## src/hw/rtl/sgmp_pkg.sv

```systemverilog
`timescale 1ns / 1ps
// Shared types and constants of the stroke-gated mosaic pixelate unit.
// No dependencies.
package sgmp_pkg;

  localparam int MAX_WIDTH_DEF = 4096;
  localparam int MAX_BLOCK_DEF = 64;
  localparam int HEIGHT_LIMIT  = 4096;
  localparam int SUM_W         = 20;
  localparam int AVG_W         = 8;
  localparam int CFG_IDX_W     = 2;
  localparam int CFG_DATA_W    = 13;
  localparam int QUEUE_DEPTH   = 4;

  localparam int BLOCK_SIZE_RST   = 8;
  localparam int IMAGE_WIDTH_RST  = 1024;
  localparam int IMAGE_HEIGHT_RST = 1024;

  localparam logic [CFG_IDX_W-1:0] REG_BLOCK_SIZE   = 2'd0;
  localparam logic [CFG_IDX_W-1:0] REG_IMAGE_WIDTH  = 2'd1;
  localparam logic [CFG_IDX_W-1:0] REG_IMAGE_HEIGHT = 2'd2;

  typedef struct packed {
    logic [7:0] red;
    logic [7:0] green;
    logic [7:0] blue;
    logic       stroke_hit;
    logic       already_mosaic;
  } pixel_t;

  typedef struct packed {
    logic [11:0] block_left;
    logic [11:0] block_top;
    logic [6:0]  block_width;
    logic [6:0]  block_height;
    logic [7:0]  avg_red;
    logic [7:0]  avg_green;
    logic [7:0]  avg_blue;
  } block_t;

endpackage

```

## src/hw/rtl/sgmp_back.sv

```systemverilog
`timescale 1ns / 1ps
// Back end: pixel count, bit-serial division of the three channel sums,
// output register. Depends on sgmp_pkg.
module sgmp_back #(
  parameter int MAX_BLOCK = sgmp_pkg::MAX_BLOCK_DEF,
  parameter int REC_W     = 8
) (
  input  logic             clk,
  input  logic             rst,
  input  logic             queue_empty,
  input  logic [REC_W-1:0] queue_data,
  output logic             pop,
  output logic             out_valid,
  input  logic             out_stall,
  output sgmp_pkg::block_t out_data
);

  localparam int BW = $clog2(MAX_BLOCK) + 1;
  localparam int SW = sgmp_pkg::SUM_W;
  localparam int AW = sgmp_pkg::AVG_W;

  typedef enum logic [1:0] {B_IDLE, B_MUL, B_DIV, B_OUT} state_t;

  state_t state;
  logic [11:0]     left, top;
  logic [BW-1:0]   bw, bh;
  logic [SW-1:0]   rem_r, rem_g, rem_b;
  logic [2*BW-1:0] count;
  logic [AW-1:0]   q_r, q_g, q_b;
  logic [$clog2(AW)-1:0] bit_idx;
  logic [31:0]     dsh;

  assign pop       = (state == B_IDLE) && !queue_empty;
  assign out_valid = (state == B_OUT);
  assign dsh       = 32'(count) << bit_idx;

  always_ff @(posedge clk) begin
    if (rst) begin
      state <= B_IDLE;
    end else begin
      case (state)
        B_IDLE: begin
          if (!queue_empty) begin
            {left, top, bw, bh, rem_r, rem_g, rem_b} <= queue_data;
            state <= B_MUL;
          end
        end
        B_MUL: begin
          count   <= bw * bh;
          bit_idx <= '1;
          state   <= B_DIV;
        end
        B_DIV: begin
          // restoring division, one quotient bit per cycle for all channels
          q_r[bit_idx] <= (32'(rem_r) >= dsh);
          q_g[bit_idx] <= (32'(rem_g) >= dsh);
          q_b[bit_idx] <= (32'(rem_b) >= dsh);
          if (32'(rem_r) >= dsh) rem_r <= SW'(32'(rem_r) - dsh);
          if (32'(rem_g) >= dsh) rem_g <= SW'(32'(rem_g) - dsh);
          if (32'(rem_b) >= dsh) rem_b <= SW'(32'(rem_b) - dsh);
          if (bit_idx == '0) state <= B_OUT;
          else bit_idx <= bit_idx - 1'b1;
        end
        B_OUT: begin
          if (!out_stall) state <= B_IDLE;
        end
        default: state <= B_IDLE;
      endcase
    end
  end

  always_comb begin
    out_data.block_left   = left;
    out_data.block_top    = top;
    out_data.block_width  = 7'(bw);
    out_data.block_height = 7'(bh);
    out_data.avg_red      = q_r;
    out_data.avg_green    = q_g;
    out_data.avg_blue     = q_b;
  end

endmodule

```

## config.mk

```make
export PLATFORM = sky130hd
export DESIGN_NAME = sgmp_back
export DESIGN_NICKNAME = d
export VERILOG_FILES = /design/src/hw/rtl/sgmp_pkg.sv /design/src/hw/rtl/sgmp_back.sv
export SDC_FILE = /design/constraint.sdc
export NUM_CORES = 1
export LEC_CHECK = 0
export ABC_AREA = 1
export ABC_CLOCK_PERIOD_IN_PS = 3600
export BUFFER_PORTS_ARGS = -buffer_cell sky130_fd_sc_hd__buf_2
export CAP_MARGIN = 20
export CORE_ASPECT_RATIO = 0.7
export CORE_MARGIN = 8
export CORE_UTILIZATION = 44
export DETAILED_ROUTE_END_ITERATION = 10
export HOLD_SLACK_MARGIN = 0.03
export PLACE_DENSITY = 0.79
export SYNTH_ARGS = -nofsm -noshare
export SYNTH_HDL_FRONTEND = slang
export SYNTH_SLANG_ARGS = --single-unit
export TNS_END_PERCENT = 50
```

## constraint.sdc

```tcl
create_clock -name clk -period 3.6 [get_ports clk]
set_input_delay 0.36 -clock clk [delete_from_list [all_inputs] [get_ports clk]]
set_output_delay 0.36 -clock clk [all_outputs]
set_load 0.01 [all_outputs]
```

==> summary.md <==
| Metric | Value |
|---|---|
| Final Cycle Share | a little over two fifths |
| Slowest stage delay, CP | around 0.38 ns |
| FF+latch count, synth | 29 |
| Flop pwr share | about 46% |
| Reg2reg setup slack | slightly above 2 ns |
| Worst reg2reg endpoint | bit_idx[2]$_SDFFCE_PN1P_ |
| Core footprint | between 3000 and 4000 um2 |
| DIE WIDTH | between 80 and 90 um |
| Post-synth EDFFs | 27 |
| Max-slew violations | 0 |
| Initial core utilization | between 40% and 50% |
| Initial antenna violation count | 0 |
| Via density | about 3.6 |
| Family with the most delay on the worst path | flip-flops |
| Pwr dens | 545 nW/um2 |
| Dominant cell type by area after synthesis | edfxtp_1 |
| Crit path time final | about 1.6 ns |
| DRC | 0 |
| Area grow syn2layout | 15.6% |
| Worst r2r path cells | 6 |
| RSZ-0062 raised after global routing | no |
| Area post-placement | between 1500 and 2000 um2 |
| Number of core rows | 17 |
| Count leader, synth | buf_4 |
| Final hold violation count | 0 |
| Nets | approximately 200 |
| CTS tree | done |
| Mapped cell area | about 1400 um2 |
| Inserted Diodes | 0 |
| Outcome | finished clean |
| Fillers | 303 |
| Post-Synthesis Cells | about 120 |
| Final Skew | 0.00385 ns |
| Ys flop type | edfxtp_1 |
| Post-synth ARST share | 0% |
| Count of non-filler cells in the finished layout | roughly 220 |
| Final instance area | between 1500 and 2000 um2 |
| Hold depth | 4 |
| Crit path capture type | register |
| IO Pins | between 70 and 80 |
| NetSw | roughly 0.00024 W |
| TritonCTS buffer count | 5 |
| Clock-pin slew on the worst setup and hold paths | 0.06 ns |
| Net Sw Frac | a little over a quarter |
| Synth top area share | ~57% |
| Max-cap check violation count | 0 |
| Crit path max fanout | 3 |
| Crit path launch type | register |
| Syn_area_per_cell | around 12 um2 |
| Routed wire length | approximately 2.2 mm |
| Required @ worst endpoint | 3.55 ns |
| Die Y | 63.4 um |
| Vias in the first global route | just over 800 |
| CTS H-tree lvls | 2 |
| Share of cells above drive strength 1 | about a fifth |
| I/O Buffers | 29 |
| Post-route setup TNS | 0 ns |
| CP arrival | 1.51 ns |
| CP max stage cell | edfxtp_1 |
| Commonest cells post-synth | buf_4, edfxtp_1, nand2_1, nor2_1, inv_1 |
| Register area share after synthesis | between 60% and 70% |
| Total Routing Usage GR | about 8.5% |
| Critical-path cell list | inv_1 > ha_1 > ha_1 > inv_1 > nand2_1 > a21oi_1 |
| Highest clock rate | around 640 MHz |
| Min Hold Slack | between 0.3 and 0.4 ns |
| Peak supply drop | approximately 0.2 mV |
| Clock root buffer | clkbuf_8 |
| Die ar. | roughly 5300 um2 |
| CP Class | register to register |
| First-pass GRT wire length | ~3.7 mm |
| Placed cell count | roughly 210 |
| Worst min path class | input port to register |
| Clock insertion delay at the later pin of the skew report | about 0.27 ns |
| DRT Pass-1 Iters | 3 |
| Iteration-0 DRC Markers | 26 |
| Clk sink count | 29 |
| Vias | approximately 790 |
| Largest net degree at the start of global routing | 10 |
| CTS max path bufs | 2 |
| Yosys warns | 0 |
| GPL Wtd Cong | 0.791 |
| Gr ovfl total | 0 |
| Hold Buf Count CTS | 0 |
| WP buf/inv | 2 |
| Post-CTS Repair Setup Buffers | 0 |
| Hpwl dp | 1.80 mm |
| Clock power share | between 30% and 40% |
| Final ANT Viol Nets | 0 |
| Post-CTS sizing | 0 |
| Synth area leaders | edfxtp_1, buf_4, ha_1 |
| Static leakage | around 0.79 nW |
| Wire length per cell | a little under 10 um |
| Internal power | between 0.0006 and 0.0007 W |
| Cell variety after synth | 13 |
| Setup violators final | 0 |
| Gate power share | roughly 18% |
| R2R Path Start | bit_idx[0]$_SDFFCE_PN1P_ |
| Hold Path Sink | state[0]$_SDFFE_PP0P_ |
| HP Start | rst |
worst max path at each step:
stage | cells past startpoint | end | start | slack, ns
after floorplan | 6 | bit_idx[0]$_SDFFCE_PN1P_ | bit_idx[0]$_SDFFCE_PN1P_ | 2.20
after global placement | 4 | q_g[1]$_DFFE_PP_ | state[0]$_SDFFE_PP0P_ | 2.04
after detailed placement | 6 | bit_idx[2]$_SDFFCE_PN1P_ | bit_idx[0]$_SDFFCE_PN1P_ | 2.04
after CTS | 6 | bit_idx[2]$_SDFFCE_PN1P_ | bit_idx[0]$_SDFFCE_PN1P_ | 2.03
after global routing | 4 | q_g[1]$_DFFE_PP_ | state[0]$_SDFFE_PP0P_ | 1.91
final | 6 | bit_idx[2]$_SDFFCE_PN1P_ | bit_idx[0]$_SDFFCE_PN1P_ | 2.04
state kept, by name (all words and copies together), names as in the netlist:
signal,count
bit_idx,3
q_b,8
q_g,8
q_r,8
state,2
through the flow:
step	utilization (%)	setup slack, ns	power [W]
after global placement	49.2	2.04	0.000572
final	52.7	2.04	0.000891
after global routing	52.7	1.91	0.000938
after floorplan	-	2.20	0.000587
after detailed placement	49.2	2.04	0.000574
after CTS	52.7	2.03	0.000892
power groups by stage:
stage               Combinational (W)  Sequential (W)  Clock (W)
floorplan                    0.000173        0.000414          0
global placement             0.000159        0.000413          0
detailed placement           0.000159        0.000415          0
CTS                          0.000161        0.000407   0.000324
global route                 0.000187        0.000411   0.000340
finish                       0.000164        0.000408   0.000319
placed cells by master (no fill, tap or decap):
cell type / Yosys / layout
inv_1: 11 / 11
ha_1: 6 / 6
edfxtp_1: 27 / 27
nand4_1: 1 / 1
clkbuf_8: 0 / 5
nand2_1: 14 / 14
nand3_1: 2 / 2
buf_2: 0 / 29
a21oi_1: 2 / 2
bufinv_16: 0 / 1
clkbuf_1: 0 / 1
nor2_1: 14 / 14
dfxtp_1: 2 / 2
o21ai_0: 1 / 1
conb_1: 2 / 62
clkinv_1: 0 / 1
cells by family (layout without fill, tap and decap cells):
kind of cell / Yosys count / in the layout / share of synthesized area [%]
buffers and inverters: 51 / 48 / 24.4
AND/OR/NAND/NOR: 31 / 31 / 8.58
flip-flops: 29 / 29 / 60.1
adder cells (fa/ha/maj): 6 / 6 / 5.30
AO/OA/AOI/OAI: 3 / 3 / 1.06
other: 2 / 62 / 0.531
layout make-up:
type | count | area [um2] | share of cell area (%)
clock buffers | 6 | 72.6 | 4.44
clock inverters | 2 | 33.8 | 2.07
inverters | 11 | 41.3 | 2.52
multi-input cells | 102 | 444 | 27.2
flip-flops and latches | 29 | 851 | 52.0
well taps | 38 | 47.5 | 2.91
repair buffers | 29 | 145 | 8.88
per-layer routing:
metal	GRT usage [%]	part of all wire, %	vias to the layer above
met3	5.39	10	5
met1	8.81	41	346
li1	-	-	401
met2	13.4	47	36
met5	0	0	-
met4	3.86	1.3	0
worst min-delay path, stage by stage:
cell and delay [ns]:
buf_2 0.10, a21oi_1 0.04, nand2_1 0.06, inv_1 0.03
(Power assumes the default switching activity.)
