$ cat config.mk
export PLATFORM = sky130hd
export DESIGN_NAME = sgmp_fifo
export DESIGN_NICKNAME = d
export VERILOG_FILES = /design/src/hw/rtl/sgmp_pkg.sv /design/src/hw/rtl/sgmp_fifo.sv
export SDC_FILE = /design/constraint.sdc
export NUM_CORES = 1
export LEC_CHECK = 0
export ABC_AREA = 1
export BUFFER_PORTS_ARGS = -buffer_cell sky130_fd_sc_hd__buf_2
export CAP_MARGIN = 20
export CORE_ASPECT_RATIO = 2
export CORE_MARGIN = 1.5
export CORE_UTILIZATION = 50
export DETAILED_ROUTE_END_ITERATION = 7
export PLACE_DENSITY = 0.83
export SYNTH_ARGS = -nofsm -noshare
export SYNTH_HDL_FRONTEND = slang
export SYNTH_SLANG_ARGS = --single-unit
$ cat constraint.sdc
create_clock -name clk -period 1.2 [get_ports clk]
set_input_delay 0.24 -clock clk [delete_from_list [all_inputs] [get_ports clk]]
set_output_delay 0.24 -clock clk [all_outputs]
set_load 0.05 [all_outputs]
$ cat src/hw/rtl/sgmp_pkg.sv
`timescale 1ns / 1ps
// Shared types and constants of the stroke-gated mosaic pixelate unit.
// No dependencies.
package sgmp_pkg;

  localparam int MAX_WIDTH_DEF = 4096;
  localparam int MAX_BLOCK_DEF = 64;
  localparam int HEIGHT_LIMIT  = 4096;
  localparam int SUM_W         = 20;
  localparam int AVG_W         = 8;
  localparam int CFG_IDX_W     = 2;
  localparam int CFG_DATA_W    = 13;
  localparam int QUEUE_DEPTH   = 4;

  localparam int BLOCK_SIZE_RST   = 8;
  localparam int IMAGE_WIDTH_RST  = 1024;
  localparam int IMAGE_HEIGHT_RST = 1024;

  localparam logic [CFG_IDX_W-1:0] REG_BLOCK_SIZE   = 2'd0;
  localparam logic [CFG_IDX_W-1:0] REG_IMAGE_WIDTH  = 2'd1;
  localparam logic [CFG_IDX_W-1:0] REG_IMAGE_HEIGHT = 2'd2;

  typedef struct packed {
    logic [7:0] red;
    logic [7:0] green;
    logic [7:0] blue;
    logic       stroke_hit;
    logic       already_mosaic;
  } pixel_t;

  typedef struct packed {
    logic [11:0] block_left;
    logic [11:0] block_top;
    logic [6:0]  block_width;
    logic [6:0]  block_height;
    logic [7:0]  avg_red;
    logic [7:0]  avg_green;
    logic [7:0]  avg_blue;
  } block_t;

endpackage

$ cat src/hw/rtl/sgmp_fifo.sv
`timescale 1ns / 1ps
// Small queue of finished block records between front and back.
// Uses sgmp_pkg only through its parameters' defaults.
module sgmp_fifo #(
  parameter int WIDTH = 8,
  parameter int DEPTH = sgmp_pkg::QUEUE_DEPTH
) (
  input  logic             clk,
  input  logic             rst,
  input  logic             push,
  input  logic [WIDTH-1:0] push_data,
  input  logic             pop,
  output logic [WIDTH-1:0] pop_data,
  output logic             full,
  output logic             empty
);

  localparam int PW = (DEPTH > 1) ? $clog2(DEPTH) : 1;
  localparam int CNT_W = $clog2(DEPTH + 1);

  logic [WIDTH-1:0] store [DEPTH];
  logic [PW-1:0]    wr_ptr;
  logic [PW-1:0]    rd_ptr;
  logic [CNT_W-1:0] count;

  assign full     = (count == CNT_W'(DEPTH));
  assign empty    = (count == '0);
  assign pop_data = store[rd_ptr];

  always_ff @(posedge clk) begin
    if (push) begin
      store[wr_ptr] <= push_data;
    end
  end

  always_ff @(posedge clk) begin
    if (rst) begin
      wr_ptr <= '0;
      rd_ptr <= '0;
      count  <= '0;
    end else begin
      if (push) begin
        wr_ptr <= (wr_ptr == PW'(DEPTH - 1)) ? '0 : wr_ptr + 1'b1;
      end
      if (pop) begin
        rd_ptr <= (rd_ptr == PW'(DEPTH - 1)) ? '0 : rd_ptr + 1'b1;
      end
      if (push && !pop) begin
        count <= count + 1'b1;
      end else if (pop && !push) begin
        count <= count - 1'b1;
      end
    end
  end

  a_no_overflow: assert property (@(posedge clk) disable iff (rst) full |-> !push)
    else $error("push into full queue");
  a_no_underflow: assert property (@(posedge clk) disable iff (rst) empty |-> !pop)
    else $error("pop from empty queue");
  a_count_step: assert property (@(posedge clk) disable iff (rst)
    (push && !pop) |=> (count == $past(count) + 1'b1))
    else $error("queue count did not follow push");

endmodule

==> results of run 1 <==
power by group through the flow:
stage	Sequential, uW	Clock [uW]	Combinational (uW)
2_1_floorplan	1690	0	494
3_3_place_gp	1690	0	661
3_5_place_dp	1700	0	686
4_1_cts	1690	879	876
5_1_grt	1710	943	956
6_report	1700	892	898
cells by family (layout without fill, tap and decap cells):
family | after synthesis | count (layout) | share of synthesized area, %
and+or+nand+nor | 38 | 38 | 9.47
buffers and inverters | 18 | 61 | 5.00
adders and majority gates | 7 | 7 | 5.76
AOI/OAI and AO/OA | 30 | 30 | 10.2
xor gates and xnor gates | 1 | 1 | 0.530
DFF | 41 | 41 | 69.1
path summary, 6_finish.rpt:
check / startpoint / to / slack [ns] / cells past startpoint
min: rst / wr_ptr[0] / 0.14 / 2
max: register / pop_data[0] / -0.35 / 4
max reg2reg: count[0] / count[2] / 0 / 7
min reg2reg: wr_ptr[1] / wr_ptr[1] / 0.50 / 2
synth_stat cells, drive strengths merged:
cell	number
fa	1
o22ai	8
nor3	4
edfxtp	32
nand2	8
nor2	24
o21ai	19
dfxtp	9
xor2	1
buf	2
ha	6
inv	16
nand4	1
nand3	1
a21oi	3
layout make-up:
| class | instances | area share, % |
|---|---|---|
| Clock buffer | 5 | 2.81 |
| Clock inverter | 3 | 0.716 |
| Inverter | 16 | 2.97 |
| Multi-Input combinational cell | 76 | 28.9 |
| Sequential cell | 41 | 47.5 |
| Tap cell | 31 | 1.59 |
| Timing Repair Buffer | 37 | 15.5 |
per-layer routing:
layer	up-vias	global-route usage, %	wire (um)
met3	7	4.09	123
li1	557	-	-
met5	-	0	0
met4	0	8.54	58
met1	570	21.5	1220
met2	26	40.1	2100
per-stage QoR:
step / setup WS (ns) / instance area [um2] / hold slack [ns] / cells / total power (uW)
floorplan: -0.0639 / 1790 / 0.311 / 135 / 2180
global placement: -0.191 / 2060 / 0.452 / 196 / 2350
detailed placement: -0.228 / 2060 / 0.458 / 196 / 2390
CTS: -0.333 / 2400 / 0.152 / 209 / 3450
global route: -0.377 / 2450 / 0.152 / 209 / 3610
finish: -0.345 / 2450 / 0.135 / 209 / 3490
repair_timing:
action,CTS,global route
gates resized for setup,73,14
pin swaps,15,0
gates cloned,0,0
hold buffers,0,0
setup buffers,5,0
endpoints found under the setup margin,12,45
layout by cell type (no fill, tap or decap), types with 3 or more instances in the layout:
| cell | Yosys | layout |
|---|---|---|
| o22ai_4 | 0 | 8 |
| dfxtp_4 | 0 | 5 |
| nor2_1 | 22 | 8 |
| edfxtp_1 | 32 | 32 |
| buf_4 | 0 | 8 |
| buf_12 | 0 | 7 |
| inv_2 | 1 | 3 |
| buf_2 | 0 | 11 |
| buf_6 | 2 | 11 |
| o21ai_4 | 0 | 6 |
| clkbuf_8 | 0 | 5 |
| nor2_2 | 2 | 14 |
| a21oi_1 | 3 | 3 |
| nand2_1 | 8 | 7 |
| ha_1 | 6 | 5 |
| o21ai_2 | 2 | 9 |
| inv_1 | 15 | 10 |
registers in the layout, indices dropped and copies added, names as in the netlist, named ones only:
signal  flops
count       3
rd_ptr      2
store      32
wr_ptr      2
worst max-delay path, stage by stage (launching register included):
cell     delay [ns]
dfxtp_4        0.45
buf_12         0.16
o21ai_4        0.06
o22ai_4        0.15
buf_6          0.18
==> metrics.yaml, run 1 <==
outcome:
  run_status: "finished, violations left"
  failed_checks: "negative setup slack"
sta:
  relSlewSlack_pct: 83.1
  timing.final.crit_share_pct: 129
  rsz0062_at_grt: "true"
  drv_slew: 0
  fin_tns_setup_ns: -2.84
  final.setup_skew_ns: 0.00744
  hold_viol: 0
  tightest_slew_ns: 0.251
  fin_crit_ns: 1.55
  setup_viol: 11
  fmax_mhz: 647
  fin_ws_ns: -0.345
die:
  core_um2: 3160
  num_rows: 29
  fp.dieH_um: 84.3
  die-area_um2: 3680
  ioPinCount: 22
  start_util_pct: 52.3
  die_w_um: 43.6
detailed_routing:
  drt_iter0_markers: 27
  drt_wl_total_um: 3500
  viasPerCell: 5.55
  routedWlPerCell_um: 16.7
  drtAntennaViolNets: 0
  drt_first_pass_iters: 4
  vias: 1160
  drc: 0
cts:
  clk-insertion-delay-late_ns: 0.30
  cts_buffers: 5
  max-clock-path-buffers: 2
  cts_max_level: 2
  cts-root-buf: "clkbuf_8"
  cts_tree: "done"
  clk_pin_slew_ns: 0.08
  cts.sinks: 41
grt:
  antenna_found_initial: 0
  grt_pass1_vias: 1218
  grt_pass1_wl_um: 5680
  grt_util_all_layers_pct: 21.4
  grt_max_degree: 17
  gr-total-overflow: 0
pwr:
  p_int_uw: 2400
  switchingPower_uw: 1080
  combPwrFrac_pct: 25.7
  ir_drop_uv: 1570
  sw_frac_of_total_pct: 31.1
  p_seq_share_pct: 48.7
  p_per_area_nw_per_um2: 1430
  pwr-share-clk_pct: 25.6
  leakage_uw: 0.000927
synth:
  netlist_area_um2: 1650
  syn_avg_cell_area_um2: 12.2
  synthCells: 135
  synth_largest_area_cell: "edfxtp_1"
  synth.area.top_cells: "edfxtp_1, dfxtp_1, nor2_1"
  ys_seq_area_share_pct: 69.1
  ys_types: 19
  synth-seq-cells: 41
  ys_warn_count: 0
  synth_top_area_share_pct: 58.2
  syn_nets: 154
final_layout:
  regArea_um2: 1160
  fin_util_pct: 77.5
  fin_nets: 196
  multi_input_area_um2: 707
  fill_cells: 181
  num_antenna_cells: 0
  area_growth_pct: 48.1
  drive_above_1_share_pct: 57.3
critical_path:
  required_ns: 0.96
  cp-end-kind: "primary output"
  path_class: "reg2out"
  crit_fanout: 6
  critPathLaunchType: "register"
  arrival_ns: 1.31
worst_hold_path:
  hp-class: "in2reg"
placement:
  place.gp.congestion: 0.706
  port-buffer-count: 21
  hpwl_um: 2290
flow_run:
  max_cap_viol_count: 0
(Power assumes the default switching activity.)
==> run 2: changes to the inputs <==
--- a/config.mk
+++ b/config.mk
@@ -6,12 +6,12 @@
 export NUM_CORES = 1
 export LEC_CHECK = 0
 export ABC_AREA = 1
-export BUFFER_PORTS_ARGS = -buffer_cell sky130_fd_sc_hd__buf_2
+export BUFFER_PORTS_ARGS = -buffer_cell sky130_fd_sc_hd__buf_4
 export CAP_MARGIN = 20
 export CORE_ASPECT_RATIO = 2
-export CORE_MARGIN = 1.5
 export CORE_UTILIZATION = 50
 export DETAILED_ROUTE_END_ITERATION = 7
+export GPL_TIMING_DRIVEN = 0
 export PLACE_DENSITY = 0.83
 export SYNTH_ARGS = -nofsm -noshare
 export SYNTH_HDL_FRONTEND = slang
==> metrics.yaml, run 2 (same netlist as run 1, synthesis figures left out) <==
final_layout:
  regArea_um2: 1170
  finalNonFillerCells: 201
  multi_input_area_um2: 674
  final_common_cell: "edfxtp_1"
  area_growth_pct: 41.8
  fin_nets: 188
  layout_common_cells: "edfxtp_1, nor2_1, buf_4"
  fill_cells: 196
  largest_register_ffs: 32
  num_antenna_cells: 0
  max_flop_register: "store"
  drive_above_1_share_pct: 51.2
  reg.largest.list: "store x32, count x3"
cts:
  cts_tree: "done"
  cts.sinks: 41
  cts_max_level: 2
  cts-root-buf: "clkbuf_8"
  cts_buffers: 5
  clk-insertion-delay-late_ns: 0.29
  max-clock-path-buffers: 2
  clk_pin_slew_ns: 0.08
sta:
  fin_crit_ns: 1.59
  rsz0062_at_grt: "true"
  relSlewSlack_pct: 75.1
  fin_hold_ws_ns: 0.123
  fmax_mhz: 630
  fin_tns_setup_ns: -3.06
  drv_slew: 0
  tightest_slew_ns: 0.370
  setup_viol: 11
  hold_viol: 0
  fin_ws_ns: -0.387
  timing.final.crit_share_pct: 132
  final.setup_skew_ns: 0.00499
critical_path:
  slowest_delay_ns: 0.40
  r2r_slack_ns: -0.05
  worst_path_max_delay_cell: "dfxtp_4"
  critPathLaunchType: "register"
  reg2reg_depth: 6
  r2r-start: "count[0]"
  path_class: "reg2out"
  crit_fanout: 7
  arrival_ns: 1.35
  cp-end-kind: "primary output"
  crit_path_cell_trace: "buf_4 -> o21ai_1 -> o22ai_4 -> buf_6"
  required_ns: 0.96
  r2r_end: "count[2]"
detailed_routing:
  drc: 0
  drtAntennaViolNets: 0
  drt_first_pass_iters: 4
  drt_iter0_markers: 34
  vias: 1136
  viasPerCell: 5.65
  routedWlPerCell_um: 17.6
  drt_wl_total_um: 3540
die:
  fp.dieH_um: 83.3
  die_w_um: 42.6
  core_um2: 3160
  start_util_pct: 52.3
  num_rows: 29
  die-area_um2: 3550
  ioPinCount: 22
outcome:
  run_status: "finished, violations left"
  failed_checks: "negative setup slack"
grt:
  gr-total-overflow: 0
  grt_pass1_wl_um: 5150
  antenna_found_initial: 0
  grt_pass1_vias: 1195
  grt_max_degree: 13
  grt_util_all_layers_pct: 19.8
placement:
  hpwl_um: 2320
  pre_cts_slack_ns: -0.305
  port-buffer-count: 21
  place.gp.congestion: 0.777
  place_inst: 187
pwr:
  leakage_uw: 0.000851
  p_per_area_nw_per_um2: 1450
  ir_drop_uv: 985
  power_uw: 3400
worst_hold_path:
  holdPathStages: 2
  hold_path_end: "count[0]"
  hp-class: "in2reg"
  hp-start: "rst"
flow_run:
  max_cap_viol_count: 0
run 2: worst max-delay path by stage:
| stage | start | to | cells past startpoint |
|---|---|---|---|
| floorplan | pop | count[2] | 10 |
| global placement | pop | count[2] | 11 |
| CTS | register | pop_data[5] | 4 |
| detailed placement | pop | count[2] | 11 |
| finish | register | pop_data[7] | 4 |
| global route | register | pop_data[7] | 4 |
run 2: what timing repair did:
| item | 4_1_cts | 5_1_grt |
|---|---|---|
| endpoints found under the setup margin | 43 | 31 |
| setup buffers | 5 | 0 |
| cloned | 0 | 1 |
| pin swaps | 3 | 7 |
| hold buffers | 0 | 0 |
| gates resized for setup | 42 | 26 |
run 2: worst max-delay path, delay by kind of cell (launching register included):
kind | cells | cell delay (ns)
flip-flops | 1 | 0.40
AO/OA/AOI/OAI | 2 | 0.34
buffers and inverters | 2 | 0.31
run 2: stage by stage:
stage                     utilization, %  cell area, um2
after floorplan                        -            1790
after global placement              62.9            1990
final                               74.2            2340
after detailed placement            62.9            1990
after CTS                           70.7            2230
after global routing                74.2            2340
run 2: power by group:
group	total [uW]	leakage [uW]	switching [uW]	internal [uW]
sequential	1700	0.000373	81.3	1620
clock	848	0.0000450	446	403
combinational	853	0.000433	499	354
total	3400	0.000851	1030	2370
run 2: layout make-up:
class                   count  area share [%]
repair buffers             27            11.0
plain buffers               2            1.50
inverters                  16            3.69
clock inverters             2           0.427
flip-flops and latches     41            49.8
clock buffers               6            3.10
multi-input cells          76            28.8
well taps                  31            1.66
run 2: routing by layer:
metal  global-route usage (%)  share of wire [%]  vias to the layer above
met1                     18.4                 32                      556
met2                     38.6                 63                       33
met3                     3.91                2.8                        7
li1                         -                  -                      540
met4                     7.67                1.7                        0
met5                        0                  0                        -
==> run 3: changes to the inputs <==
--- a/config.mk
+++ b/config.mk
@@ -13,6 +13,7 @@
 export DETAILED_ROUTE_END_ITERATION = 7
 export GPL_TIMING_DRIVEN = 0
 export PLACE_DENSITY = 0.83
+export SKIP_LAST_GASP = 1
 export SYNTH_ARGS = -nofsm -noshare
 export SYNTH_HDL_FRONTEND = slang
 export SYNTH_SLANG_ARGS = --single-unit
==> metrics.yaml, run 3 (same netlist as run 1, synthesis figures left out) <==
critical_path:
  path_buf_inv: 3
  r2r_slack_ns: -0.03
  reg2reg_depth: 7
  crit_path_cell_trace: "inv_6 -> clkbuf_16 -> o21ai_4 -> o22ai_4 -> buf_6"
  path_class: "reg2out"
  r2r-start: "count[0]"
  critPathLaunchType: "register"
  crit_family: "flip-flops"
  r2r_end: "count[2]"
  arrival_ns: 1.32
  cp-end-kind: "primary output"
  crit_fanout: 8
  slowest_delay_ns: 0.42
  worst_path_max_delay_cell: "dfxtp_4"
  required_ns: 0.96
worst_hold_path:
  hp-start: "rst"
  holdPathStages: 2
  hold_path_end: "count[0]"
  hp-class: "in2reg"
pwr:
  leakage_uw: 0.000847
  p_per_area_nw_per_um2: 1450
  ir_drop_uv: 929
grt:
  grt_pass1_vias: 1200
  gr-total-overflow: 0
  grt_util_all_layers_pct: 19.8
  met1_usage_pct: 17.8
  use_met2_pct: 39.4
  grt_max_degree: 13
  antenna_found_initial: 0
  busiest_layer: "met2"
  grt_util_met3_pct: 3.91
  grt_pass1_wl_um: 5140
final_layout:
  fin_nets: 188
  drive_above_1_share_pct: 51.8
  largest_register_ffs: 32
  max_flop_register: "store"
  area_growth_pct: 41.0
  reg.largest.list: "store x32, count x3"
  num_antenna_cells: 0
  layout_common_cells: "edfxtp_1, nor2_1, buf_4"
  fin_util_pct: 73.8
  finalNonFillerCells: 201
  final_common_cell: "edfxtp_1"
placement:
  place_inst: 187
  port-buffer-count: 21
  place.gp.congestion: 0.777
  hpwl_um: 2320
detailed_routing:
  drt_wl_total_um: 3420
  drc: 0
  drtAntennaViolNets: 0
  drt_first_pass_iters: 4
  routedWlPerCell_um: 17.0
  vias: 1114
  drt_iter0_markers: 13
  viasPerCell: 5.54
sta:
  fmax_mhz: 640
  setup_viol: 11
  final.setup_skew_ns: 0.00316
  tightest_slew_ns: 0.374
  timing.final.crit_share_pct: 130
  drv_slew: 0
  fin_ws_ns: -0.362
  relSlewSlack_pct: 74.8
  hold_viol: 0
  fin_crit_ns: 1.56
  rsz0062_at_grt: "true"
outcome:
  run_status: "finished, violations left"
  failed_checks: "negative setup slack"
cts:
  cts_buffers: 5
  cts.sinks: 41
  clk-insertion-delay-late_ns: 0.29
  max-clock-path-buffers: 2
  cts_tree: "done"
  clk_pin_slew_ns: 0.07
  cts_max_level: 2
  cts-root-buf: "clkbuf_8"
  cts.hold.buffers_added: 0
flow_run:
  max_cap_viol_count: 0
die:
  num_rows: 29
  start_util_pct: 52.3
  fp.dieH_um: 83.3
  core_um2: 3160
  ioPinCount: 22
  die-area_um2: 3550
  die_w_um: 42.6
[run 3: cell count changes in the layout (fill, tap and decap cells not counted), moves of 2 or more]
cell and delta:
dfxtp_2 +2, inv_4 -2, inv_2 +2, dfxtp_4 -2
[run 3: what timing repair did]
| action | in CTS | in global routing |
|---|---|---|
| gates cloned | 0 | 1 |
| buffers inserted | 5 | 0 |
| endpoints found under the hold margin | 0 | 0 |
| resized for setup | 39 | 24 |
| pin swaps | 3 | 7 |
| endpoints found under the setup margin | 43 | 31 |
[run 3: final cells by class]
cell class                 instances  area (um2)
sequential                        41        1160
clock buffer                       6        72.6
fill                             204         828
multi-input combinational         76         673
tap                               31        38.8
clock inverter                     2        10.0
timing repair buffer              27         258
inverter                          16        78.8
buffer                             2        35.0
[run 3: routing by layer]
layer  up-vias  routed length [um]
li1        540                   -
met2        27                2160
met1       539                1120
met3         8                  86
met4         0                  63
met5         -                   0
[run 3: how the worst max path moves through the flow]
stage | startpoint | slack, ns | end | cells after the start
3_5_place_dp | pop | -0.31 | count[2] | 11
2_1_floorplan | pop | -0.06 | count[2] | 10
6_report | register | -0.36 | pop_data[5] | 5
4_1_cts | register | -0.37 | pop_data[5] | 4
3_3_place_gp | pop | -0.23 | count[2] | 11
5_1_grt | register | -0.42 | pop_data[5] | 5
[run 3: per-stage QoR]
stage | setup slack (ns) | TNS, ns | hold slack [ns] | cell area [um2] | power (uW)
CTS | -0.374 | -3.07 | 0.116 | 2220 | 3320
floorplan | -0.0639 | -0.190 | 0.311 | 1790 | 2180
finish | -0.362 | -2.99 | 0.124 | 2330 | 3380
global placement | -0.233 | -1.31 | 0.433 | 1990 | 2350
global route | -0.415 | -3.82 | 0.113 | 2330 | 3510
detailed placement | -0.305 | -3.20 | 0.435 | 1990 | 2380
[run 3: power by group]
| group | switching [uW] | leakage [uW] | internal [uW] |
|---|---|---|---|
| logic | 494 | 0.000430 | 350 |
| clock network | 439 | 0.0000450 | 403 |
| registers | 80.2 | 0.000372 | 1620 |
| total | 1010 | 0.000847 | 2370 |
